## config.mk

```make
export PLATFORM = sky130hd
export DESIGN_NAME = spi_register_file_with_tx_done
export DESIGN_NICKNAME = d
export VERILOG_FILES = /design/src/hdl/spirf_pkg.sv /design/src/hdl/spirf_regfile.sv /design/src/hdl/spi_register_file_with_tx_done.sv
export SDC_FILE = /design/constraint.sdc
export NUM_CORES = 2
export LEC_CHECK = 0
export ABC_AREA = 1
export BUFFER_PORTS_ARGS = -buffer_cell sky130_fd_sc_hd__buf_2
export CELL_PAD_IN_SITES_DETAIL_PLACEMENT = 0
export CELL_PAD_IN_SITES_GLOBAL_PLACEMENT = 1
export CORE_MARGIN = 2
export CORE_UTILIZATION = 52
export CTS_BUF_LIST = sky130_fd_sc_hd__clkbuf_16
export DETAILED_ROUTE_END_ITERATION = 10
export PLACE_DENSITY_LB_ADDON = 0.2
export SYNTH_ARGS = -nofsm -noshare
export SYNTH_HDL_FRONTEND = slang
export SYNTH_SLANG_ARGS = --single-unit
```

## constraint.sdc

```tcl
create_clock -name clk_i -period 15.5 [get_ports clk_i]
set_clock_uncertainty 0.05 [all_clocks]
set_input_delay 2.325 -clock clk_i [delete_from_list [all_inputs] [get_ports clk_i]]
set_output_delay 2.325 -clock clk_i [all_outputs]
set_load 0.05 [all_outputs]
```

## src/hdl/spirf_pkg.sv

```systemverilog
// ============================================================================
// spirf_pkg: shared types and constants of the SPI register file
// Command codes, register addresses, field widths and the request bundle
// that the control logic sends to the register storage.
// ============================================================================
package spirf_pkg;

  // Field widths
  localparam int unsigned AddrW    = 8;
  localparam int unsigned DataW    = 8;
  localparam int unsigned CmdW     = 2;
  localparam int unsigned DelayW   = 20;
  localparam int unsigned RegCount = 1 << AddrW;

  // Input command codes
  localparam logic [CmdW-1:0] CMD_BYTE = 2'd0;
  localparam logic [CmdW-1:0] CMD_END  = 2'd1;
  localparam logic [CmdW-1:0] CMD_TICK = 2'd2;

  // Header decode
  localparam logic [DataW-1:0] HDR_WRITE_BIT = 8'h80;
  localparam logic [DataW-1:0] HDR_ADDR_MASK = 8'h7F;

  // Register addresses and values
  localparam logic [AddrW-1:0] ADDR_OP_MODE   = 8'h01;
  localparam logic [AddrW-1:0] ADDR_PA_CONFIG = 8'h09;
  localparam logic [AddrW-1:0] ADDR_IRQ_FLAGS = 8'h12;
  localparam logic [AddrW-1:0] ADDR_VERSION   = 8'h42;

  localparam logic [DataW-1:0] TX_MODE_VALUE  = 8'h83;
  localparam logic [DataW-1:0] TX_DONE_FLAG   = 8'h08;
  localparam logic [DataW-1:0] VERSION_RST    = 8'h12;
  localparam logic [DataW-1:0] OP_MODE_RST    = 8'h80;
  localparam logic [DataW-1:0] PA_CONFIG_RST  = 8'h4F;

  localparam logic [DelayW-1:0] DELAY_RST = 20'd500000;

  // One write port and one read port of the register storage
  typedef struct packed {
    logic             wr_en;
    logic [AddrW-1:0] wr_addr;
    logic [DataW-1:0] wr_data;
    logic             rd_en;
    logic [AddrW-1:0] rd_addr;
  } rf_req_t;

  // Value a register holds after reset
  function automatic logic [DataW-1:0] rf_reset_value(input logic [AddrW-1:0] addr);
    logic [DataW-1:0] val;
    unique case (addr)
      ADDR_VERSION:   val = VERSION_RST;
      ADDR_OP_MODE:   val = OP_MODE_RST;
      ADDR_PA_CONFIG: val = PA_CONFIG_RST;
      default:        val = '0;
    endcase
    return val;
  endfunction

endpackage

```

## src/hdl/spirf_regfile.sv

```systemverilog
// ============================================================================
// spirf_regfile: 256-byte register storage
// One write and one registered read per cycle. A per-entry valid bit makes
// an entry that was never written read back as its reset value.
// ============================================================================
module spirf_regfile (
  input  logic                                clk_i,
  input  logic                                rst_ni,
  input  spirf_pkg::rf_req_t                  req_i,
  output logic [spirf_pkg::DataW-1:0]         rd_data_o
);

  logic [spirf_pkg::DataW-1:0] mem_q [spirf_pkg::RegCount];
  logic [spirf_pkg::RegCount-1:0] vld_q;
  logic [spirf_pkg::DataW-1:0] rdata_q;
  logic [spirf_pkg::DataW-1:0] rdflt_q;
  logic                        rvld_q;

  // Write and read the storage array
  always_ff @(posedge clk_i) begin
    if (req_i.wr_en) begin
      mem_q[req_i.wr_addr] <= req_i.wr_data;
    end
    if (req_i.rd_en) begin
      rdata_q <= mem_q[req_i.rd_addr];
      rdflt_q <= spirf_pkg::rf_reset_value(req_i.rd_addr);
    end
  end

  // Track written entries; reset restores every entry at once
  always_ff @(posedge clk_i or negedge rst_ni) begin
    if (!rst_ni) begin
      vld_q  <= '0;
      rvld_q <= 1'b0;
    end else begin
      if (req_i.wr_en) begin
        vld_q[req_i.wr_addr] <= 1'b1;
      end
      if (req_i.rd_en) begin
        rvld_q <= vld_q[req_i.rd_addr];
      end
    end
  end

  assign rd_data_o = rvld_q ? rdata_q : rdflt_q;

endmodule

```

## src/hdl/spi_register_file_with_tx_done.sv

```systemverilog
// ============================================================================
// spi_register_file_with_tx_done: SPI slave register bank with tx-done irq
// Decodes SPI bytes, transaction ends and time ticks against a 256-byte
// register file with auto-incrementing address and a one-shot countdown.
// ============================================================================
// Pipeline: an accepted word passes through the result stage and then the
// output register, and waits in the result stage while the output stalls.
// Throughput: one word per cycle unless the output stalls; one write port
// and one read port of the register file serve each word in one pass.
// Reset: all control state takes its reset value at once; register contents
// return to their reset values through per-entry valid bits, no clearing pass.
module spi_register_file_with_tx_done (
  input  logic                               clk_i,
  input  logic                               rst_ni,
  // configuration write
  input  logic                               cfg_valid_i,
  output logic                               cfg_ready_o,
  input  logic [spirf_pkg::DelayW-1:0]       cfg_data_i,
  // input words
  input  logic                               in_valid_i,
  output logic                               in_stall_o,
  input  logic [spirf_pkg::CmdW-1:0]         command_i,
  input  logic [spirf_pkg::DataW-1:0]        data_byte_i,
  // result words
  output logic                               out_valid_o,
  input  logic                               out_stall_i,
  output logic [spirf_pkg::DataW-1:0]        read_data_o,
  output logic                               irq_line_o
);

  // Control state
  logic [spirf_pkg::DelayW-1:0] delay_cfg_q;
  logic [spirf_pkg::AddrW-1:0]  ptr_q, ptr_d;
  logic                         wr_xfer_q, wr_xfer_d;
  logic                         await_hdr_q, await_hdr_d;
  logic                         pending_q, pending_d;
  logic                         irq_q, irq_d;
  logic [spirf_pkg::DelayW-1:0] delay_cnt_q, delay_cnt_d;

  // Result stage after the storage read, and output register
  logic                         s1_valid_q;
  logic                         s1_is_read_q;
  logic                         s1_irq_q;
  logic                         out_valid_q;
  logic [spirf_pkg::DataW-1:0]  out_data_q;
  logic                         out_irq_q;

  logic                         in_fire;
  logic                         s1_adv;
  spirf_pkg::rf_req_t           rf_req;
  logic                         is_read;
  logic [spirf_pkg::DataW-1:0]  rf_rdata;

  // Handshake: the result stage moves on when the output is free or taken
  assign s1_adv      = !out_valid_q || !out_stall_i;
  assign in_stall_o  = s1_valid_q && !s1_adv;
  assign in_fire     = in_valid_i && !in_stall_o;
  assign cfg_ready_o = 1'b1;

  // Decode one word against the current state
  always_comb begin
    ptr_d       = ptr_q;
    wr_xfer_d   = wr_xfer_q;
    await_hdr_d = await_hdr_q;
    pending_d   = pending_q;
    irq_d       = irq_q;
    delay_cnt_d = delay_cnt_q;
    is_read     = 1'b0;
    rf_req      = '0;
    rf_req.rd_addr = ptr_q;
    unique case (command_i)
      spirf_pkg::CMD_BYTE: begin
        if (await_hdr_q) begin
          await_hdr_d = 1'b0;
          wr_xfer_d   = (data_byte_i & spirf_pkg::HDR_WRITE_BIT) != '0;
          ptr_d       = data_byte_i & spirf_pkg::HDR_ADDR_MASK;
        end else begin
          if (wr_xfer_q) begin
            rf_req.wr_en   = 1'b1;
            rf_req.wr_addr = ptr_q;
            rf_req.wr_data = data_byte_i;
            if (ptr_q == spirf_pkg::ADDR_OP_MODE &&
                data_byte_i == spirf_pkg::TX_MODE_VALUE && !pending_q) begin
              pending_d   = 1'b1;
              delay_cnt_d = delay_cfg_q;
            end
          end else begin
            is_read      = 1'b1;
            rf_req.rd_en = 1'b1;
          end
          ptr_d = ptr_q + 8'd1;
        end
      end
      spirf_pkg::CMD_END: begin
        await_hdr_d = 1'b1;
        if (irq_q) begin
          irq_d          = 1'b0;
          rf_req.wr_en   = 1'b1;
          rf_req.wr_addr = spirf_pkg::ADDR_IRQ_FLAGS;
          rf_req.wr_data = '0;
        end
      end
      spirf_pkg::CMD_TICK: begin
        if (pending_q) begin
          // a count of zero or one expires on this tick
          if (delay_cnt_q[spirf_pkg::DelayW-1:1] == '0) begin
            delay_cnt_d    = '0;
            pending_d      = 1'b0;
            irq_d          = 1'b1;
            rf_req.wr_en   = 1'b1;
            rf_req.wr_addr = spirf_pkg::ADDR_IRQ_FLAGS;
            rf_req.wr_data = spirf_pkg::TX_DONE_FLAG;
          end else begin
            delay_cnt_d = delay_cnt_q - 20'd1;
          end
        end
      end
      default: begin
      end
    endcase
    // drop the storage access unless the word is taken
    if (!in_fire) begin
      rf_req.wr_en = 1'b0;
      rf_req.rd_en = 1'b0;
    end
  end

  spirf_regfile u_regfile (
    .clk_i     (clk_i),
    .rst_ni    (rst_ni),
    .req_i     (rf_req),
    .rd_data_o (rf_rdata)
  );

  // Update control state on an accepted word; load the delay setting on a config write
  always_ff @(posedge clk_i or negedge rst_ni) begin
    if (!rst_ni) begin
      delay_cfg_q <= spirf_pkg::DELAY_RST;
      ptr_q       <= '0;
      wr_xfer_q   <= 1'b0;
      await_hdr_q <= 1'b1;
      pending_q   <= 1'b0;
      irq_q       <= 1'b0;
      delay_cnt_q <= '0;
    end else begin
      if (cfg_valid_i && cfg_ready_o) begin
        delay_cfg_q <= cfg_data_i;
      end
      if (in_fire) begin
        ptr_q       <= ptr_d;
        wr_xfer_q   <= wr_xfer_d;
        await_hdr_q <= await_hdr_d;
        pending_q   <= pending_d;
        irq_q       <= irq_d;
        delay_cnt_q <= delay_cnt_d;
      end
    end
  end

  // Advance the result stage and the output register
  always_ff @(posedge clk_i or negedge rst_ni) begin
    if (!rst_ni) begin
      s1_valid_q  <= 1'b0;
      out_valid_q <= 1'b0;
    end else begin
      if (in_fire) begin
        s1_valid_q <= 1'b1;
      end else if (s1_adv) begin
        s1_valid_q <= 1'b0;
      end
      if (s1_adv) begin
        out_valid_q <= s1_valid_q;
      end
    end
  end

  // Payload of the result stage and output register
  always_ff @(posedge clk_i) begin
    if (in_fire) begin
      s1_is_read_q <= is_read;
      s1_irq_q     <= irq_d;
    end
    if (s1_adv && s1_valid_q) begin
      out_data_q <= s1_is_read_q ? rf_rdata : '0;
      out_irq_q  <= s1_irq_q;
    end
  end

  assign out_valid_o = out_valid_q;
  assign read_data_o = out_data_q;
  assign irq_line_o  = out_irq_q;

  // Checks
  a_stall_needs_full_stage: assert property (@(posedge clk_i) disable iff (!rst_ni)
    !s1_valid_q |-> !in_stall_o)
    else $error("input stalled while the result stage is empty");

  a_fire_fills_stage: assert property (@(posedge clk_i) disable iff (!rst_ni)
    in_fire |=> s1_valid_q)
    else $error("accepted word did not reach the result stage");

  a_idle_counter_zero: assert property (@(posedge clk_i) disable iff (!rst_ni)
    !pending_q |-> delay_cnt_q == '0)
    else $error("delay counter nonzero with no transmit pending");

endmodule
```

Yosys cells after proc, flatten, opt, wreduce, memory -nomap -nowiden --
Memory sizes are Yosys's and may differ from the RTL's. A register that Yosys moved wholly into a read port is not among the register bits. Index checks and enable logic that the tools add are counted.
Storage, ports and cells: register bits 330, bits in writable memories 2048, input port bits 35, output and inout bits 12, logic and storage cells 94, memories 1
Operators by class: $add $sub $neg 2, magnitude comparators 3, eq/ne operators 10, muxes and demuxes 37, bitwise operators 2, reductions and logical operators 23
Memories:
- u_regfile.mem_q | depth 256, bits a word 8, read ports 1, clocked after Yosys merged registers in 1, write ports 1, line spirf_regfile.sv:13 | logic [spirf_pkg::DataW-1:0] mem_q [spirf_pkg::RegCount];
Operators by type and width (number):
- OR 256 bit | 1
- 2-to-1 mux 20 bit | 5
- 2-to-1 mux 17 bit | 4
- one-hot mux 17 bit (3 select lines) | 1
- one-hot mux 20 bit (2 select lines) | 1
- one-hot mux 8 bit (3 select lines) | 1
- subtractor 20 x 1 -> 20 bit, second input constant | 1
- zero test 19 bit | 1
- less-than comparator 8 x 9 -> 1 bit, second input constant | 2
- 2-to-1 mux 18 bit | 1
- 2-to-1 mux 1 bit | 17
- 2-to-1 mux 8 bit | 2
- adder 8 x 1 -> 8 bit, second input constant | 1
- binary-select mux 1 bit (select 8 bit) | 1
- demux 1 bit (select 8 bit) | 1
- equality test 8 x 1 -> 1 bit, second input constant | 1
- equality test 8 x 4 -> 1 bit, second input constant | 1
- equality test 8 x 7 -> 1 bit, second input constant | 1
- equality test 8 bit, second input constant | 1
- greater-or-equal comparator 8 x 1 -> 1 bit, second input constant | 1
- != test 2 bit, second input constant | 4
- logical AND 1 bit | 6
- one-hot mux 1 bit (2 select lines) | 3
- AND reduction 6 bit | 1
- 11 further kinds | 18

Depth between registers and ports, before layout --
word-level depth 9, gate-level depth with buffers 18, mapped depth without buffers 14

By module --
From an unflattened synthesis, not the netlist that was laid out.
Second synthesis, totals: cell total of the unflattened synthesis 8532, area, all modules 97414.7 µm²
By module, submodules not included:
- spirf_regfile | times used 1, cells an instance 8031, area each 93654.8 µm², seq. area each 68290.5 µm²
- spi_register_file_with_tx_done | times used 1, cells an instance 501, area each 3759.9 µm², seq. area each 1691.6 µm²

Worst setup path before layout --
Ideal clock, no wire load.
path kind input to register, from in command_i[0] in the netlist's numbering, to mem u_regfile.mem_q[0][3] in the netlist's numbering (data pin), setup time 2188 ps, arrival 12750 ps, required time 13262 ps, path slack 512 ps, cell stages on the path 5, path buffers 1, path through inv_1 > ha_1 > clkbuf_1 > nand3_1 > o21ai_0
RTL lines:
- start: declaration | line spi_register_file_with_tx_done.sv:22 | input logic [spirf_pkg::CmdW-1:0] command_i,
- end: declaration | line spirf_regfile.sv:13

==> impl_metrics.yaml <==
critical_path:
  rr_startpoint: "ptr_q[0]"
  required_ps: 15950
  cp.arrival_ps: 6490
  regToRegSetupSlack_ps: 9660
  r2r_end: "u_regfile.rdata_q[6]"
  timing.critical_path.to_type: "register"
  startpoint_type: "primary input"
  worst-setup-path-type: "primary input to register"
  worst-r2r-cell-count: 13
  cp_max_fo: 73
global_routing:
  initial_antenna_violation_count: 10
  grt_first_pass_wirelength_um: 414000
  grt-ovfl-total: 0
  largest_net_degree_at_the_start_of_global_routing: 249
  vias_in_the_first_global_route: 62500
  grt.total_usage_pct: 29.3
layout:
  synthToLayoutAreaGrowth_pct: 9.88
  post_route_cells_drive_above_1_share_pct: 6.84
  n_fill_cell: 15300
  register_area_um2: 70000
  multi_input_area_um2: 23300
  finish.net_count: 8259
timing:
  slew-limit-headroom_pct: 14.7
  hold_viol_final: 0
  max_freq_mhz: 166
  worst_pin_slew_ps: 1270
  final-setup-viol-count: 0
  post-route-min-period_ps: 6030
  timing_max_transition_violations_final: 0
  setup_total_negative_slack_ps: 0
  layout_worst_path_cycle_share_pct: 38.9
  grt_setup_unrepaired: "no"
  hold-worst-slack_ps: 377
worst_hold_path:
  hold_path_sink: "irq_line_o"
  whs_path_depth: 0
  hold_crit_class: "register to register"
  hold_path.startpoint: "s1_irq_q"
clocking:
  clock_path_buffers: 3
  clk_transition_reported_paths_ps: 60
  clk-insertion-delay-late_ps: 880
  cts_resized: 0
  tritoncts.num_buffers: 236
  level_count_of_the_clock_h_tree: 4
  cts_post_setup_buffers_inserted: 0
  clock-sinks: 2382
  postCtsHoldBufs: 0
  clock_root_buffer_master: "sky130_fd_sc_hd__clkbuf_16"
  tritoncts: "built"
floorplan:
  io_pins: 47
  fp.dieArea_um2: 190000
  overall_die_height_um: 436
  die-width_um: 436
  core_area_um2: 185000
  placementRows: 158
  start_util_pct: 52.3
yosys:
  netlist-cell-type-count: 53
  synth-warning-count: 0
  synth_edf_count: 2071
  netlist_instances: 8383
  synth_flop_cell: "sky130_fd_sc_hd__edfxtp_1"
  mappedNetlistArea_um2: 97000
  async_reset_ff_share_pct: 13.1
  synth_seq_area_share_pct: 72.2
  synth_fp_nets: 8426
  avgSynthCellArea_um2: 11.6
  flops_latches_synth: 2382
detailed_routing:
  average_wire_per_standard_cell_um: 25.9
  remaining_drc_errors: 0
  drt_iter0_drc: 8708
  vias: 65500
  detailed_router_iteration_count_before_antenna_repair: 7
  detail_route.vias_per_cell: 6.00
  ant_nets: 0
  wl_um: 283000
status:
  status: "finished, final reports clean"
placement:
  gpl.final_weighted_congestion: 0.906
  buffer_ports.inserted: 45
  detailedPlacementHpwl_um: 159000
power_and_ir_drop:
  power_per_cell_area_nw_per_um2: 162
  p_leak_nw: 38.1
  worst_vdd_rail_ir_drop_uv: 155
flow_run:
  maxCapViolCount: 0
==> how the worst max path moves through the flow <==
stage,startpoint,to,cells after the start
final,command_i[0],u_regfile.mem_q[76][6],10
after global routing,command_i[0],u_regfile.mem_q[78][6],10
after CTS,command_i[0],u_regfile.mem_q[78][6],10
after detailed placement,command_i[0],u_regfile.mem_q[116][6],10
after global placement,command_i[0],u_regfile.mem_q[68][6],10
after floorplan,command_i[0],u_regfile.mem_q[0][3],5
==> placed cells by master (no fill, tap or decap), types with 4 or more instances in the layout <==
cell / n
sky130_fd_sc_hd__edfxtp_1: 2071
sky130_fd_sc_hd__nor2_1: 1564
sky130_fd_sc_hd__o21ai_0: 1443
sky130_fd_sc_hd__nand2_1: 1204
sky130_fd_sc_hd__inv_1: 374
sky130_fd_sc_hd__o22ai_1: 363
sky130_fd_sc_hd__dfrtp_1: 301
sky130_fd_sc_hd__clkbuf_16: 238
sky130_fd_sc_hd__nand3_1: 140
sky130_fd_sc_hd__buf_4: 100
sky130_fd_sc_hd__clkinv_1: 68
sky130_fd_sc_hd__o21ai_1: 65
sky130_fd_sc_hd__a21oi_1: 63
sky130_fd_sc_hd__nand4_1: 61
sky130_fd_sc_hd__o21bai_1: 61
sky130_fd_sc_hd__clkinv_2: 51
sky130_fd_sc_hd__buf_2: 44
sky130_fd_sc_hd__bufinv_16: 24
sky130_fd_sc_hd__nor2_4: 18
sky130_fd_sc_hd__o211ai_1: 16
sky130_fd_sc_hd__buf_12: 14
sky130_fd_sc_hd__nor3_1: 10
sky130_fd_sc_hd__inv_6: 9
sky130_fd_sc_hd__inv_2: 9
sky130_fd_sc_hd__nand2_2: 9
sky130_fd_sc_hd__xor2_1: 8
sky130_fd_sc_hd__ha_1: 8
sky130_fd_sc_hd__dfstp_2: 8
sky130_fd_sc_hd__nor2_2: 7
sky130_fd_sc_hd__clkinvlp_4: 7
sky130_fd_sc_hd__and2_1: 6
sky130_fd_sc_hd__diode_2: 5
sky130_fd_sc_hd__nand3_4: 5
sky130_fd_sc_hd__clkinv_8: 5
sky130_fd_sc_hd__mux2_2: 4
==> cell families (layout without fill, tap and decap cells) <==
kind of cell | count (synthesis) | count (layout) | share of synthesized area, %
other cells | 1 | 6 | 0.00387
simple gates | 3044 | 3044 | 12.4
mux | 4 | 4 | 0.0464
flops | 2382 | 2382 | 72.2
xor+xnor | 10 | 10 | 0.0903
fa+ha+maj | 8 | 8 | 0.103
compound gates | 2028 | 2028 | 11.2
buf+inv | 906 | 950 | 3.98
==> area by class of cell <==
class	count	share of cell area [%]
Antenna cell	5	0.0117
Tap cell	2480	2.91
Timing Repair Buffer	159	1.19
Multi-Input combinational cell	5095	21.8
Inverter	342	1.24
Clock buffer	238	5.59
Clock inverter	211	1.55
Sequential cell	2382	65.7
==> synth_stat cells, types with 16 or more instances <==
cell type	instances	area, µm²
sky130_fd_sc_hd__edfxtp_1	2071	62200
sky130_fd_sc_hd__o21ai_0	1445	7230
sky130_fd_sc_hd__nor2_1	1576	5920
sky130_fd_sc_hd__o21bai_1	61	458
sky130_fd_sc_hd__o211ai_1	16	120
sky130_fd_sc_hd__nand3_1	140	701
sky130_fd_sc_hd__a21oi_1	64	320
sky130_fd_sc_hd__buf_1	28	105
sky130_fd_sc_hd__o21ai_1	64	320
sky130_fd_sc_hd__o22ai_1	363	2270
sky130_fd_sc_hd__dfrtp_1	303	7580
sky130_fd_sc_hd__clkbuf_1	251	942
sky130_fd_sc_hd__nand2_1	1207	4530
sky130_fd_sc_hd__buf_2	257	1290
sky130_fd_sc_hd__inv_1	328	1230
sky130_fd_sc_hd__buf_4	20	150
sky130_fd_sc_hd__nand4_1	61	382
==> where the power goes <==
group / leakage [nW] / internal, mW / switching [mW]
Combinational: 11.7 / 1.17 / 3.40
Sequential: 22.5 / 7.00 / 0.0876
Clock: 3.91 / 3.18 / 2.46
Total: 38.1 / 11.3 / 5.96
==> metrics by stage <==
step	cell area, µm²	worst slack [ps]	utilization (%)	instances	power, mW
after global routing	107000	9320	57.5	10900	18.0
after floorplan	97000	512	-	8383	10.1
after CTS	107000	9560	57.5	10900	17.3
after detailed placement	98900	8670	53.4	10500	11.7
after global placement	98900	8650	53.4	10500	11.7
final	107000	9470	57.5	10900	17.3
==> per-layer routing <==
layer | wire length, µm | up-vias | GRT usage [%] | share of wire, %
met5 | 27 | - | 0 | 0.0095
li1 | - | 29100 | - | -
met2 | 129000 | 3246 | 45.1 | 46
met1 | 120000 | 32700 | 43.0 | 42
met3 | 25500 | 479 | 4.93 | 9.0
met4 | 8470 | 4 | 9.21 | 3.0
==> sequential cells by signal, indices dropped and copies added, names as in the netlist <==
register / flops
irq_line_o: 1
s1_valid_q: 1
u_regfile.rvld_q: 1
u_regfile.mem_q: 2048
await_hdr_q: 1
wr_xfer_q: 1
u_regfile.rdata_q: 8
ptr_q: 8
pending_q: 1
u_regfile.vld_q: 256
delay_cfg_q: 20
out_valid_o: 1
irq_q: 1
s1_irq_q: 1
delay_cnt_q: 20
u_regfile.rdflt_q: 4
read_data_o: 8
s1_is_read_q: 1
==> critical path, stage by stage <==
cell,delay (ps)
sky130_fd_sc_hd__buf_2,130
sky130_fd_sc_hd__inv_1,100
sky130_fd_sc_hd__ha_1,260
sky130_fd_sc_hd__nand3_4,210
sky130_fd_sc_hd__nor2_2,230
sky130_fd_sc_hd__inv_2,210
sky130_fd_sc_hd__nor2_4,730
sky130_fd_sc_hd__buf_4,680
sky130_fd_sc_hd__buf_4,600
sky130_fd_sc_hd__buf_4,860
Note: power is estimated with default switching activity, not from simulation.
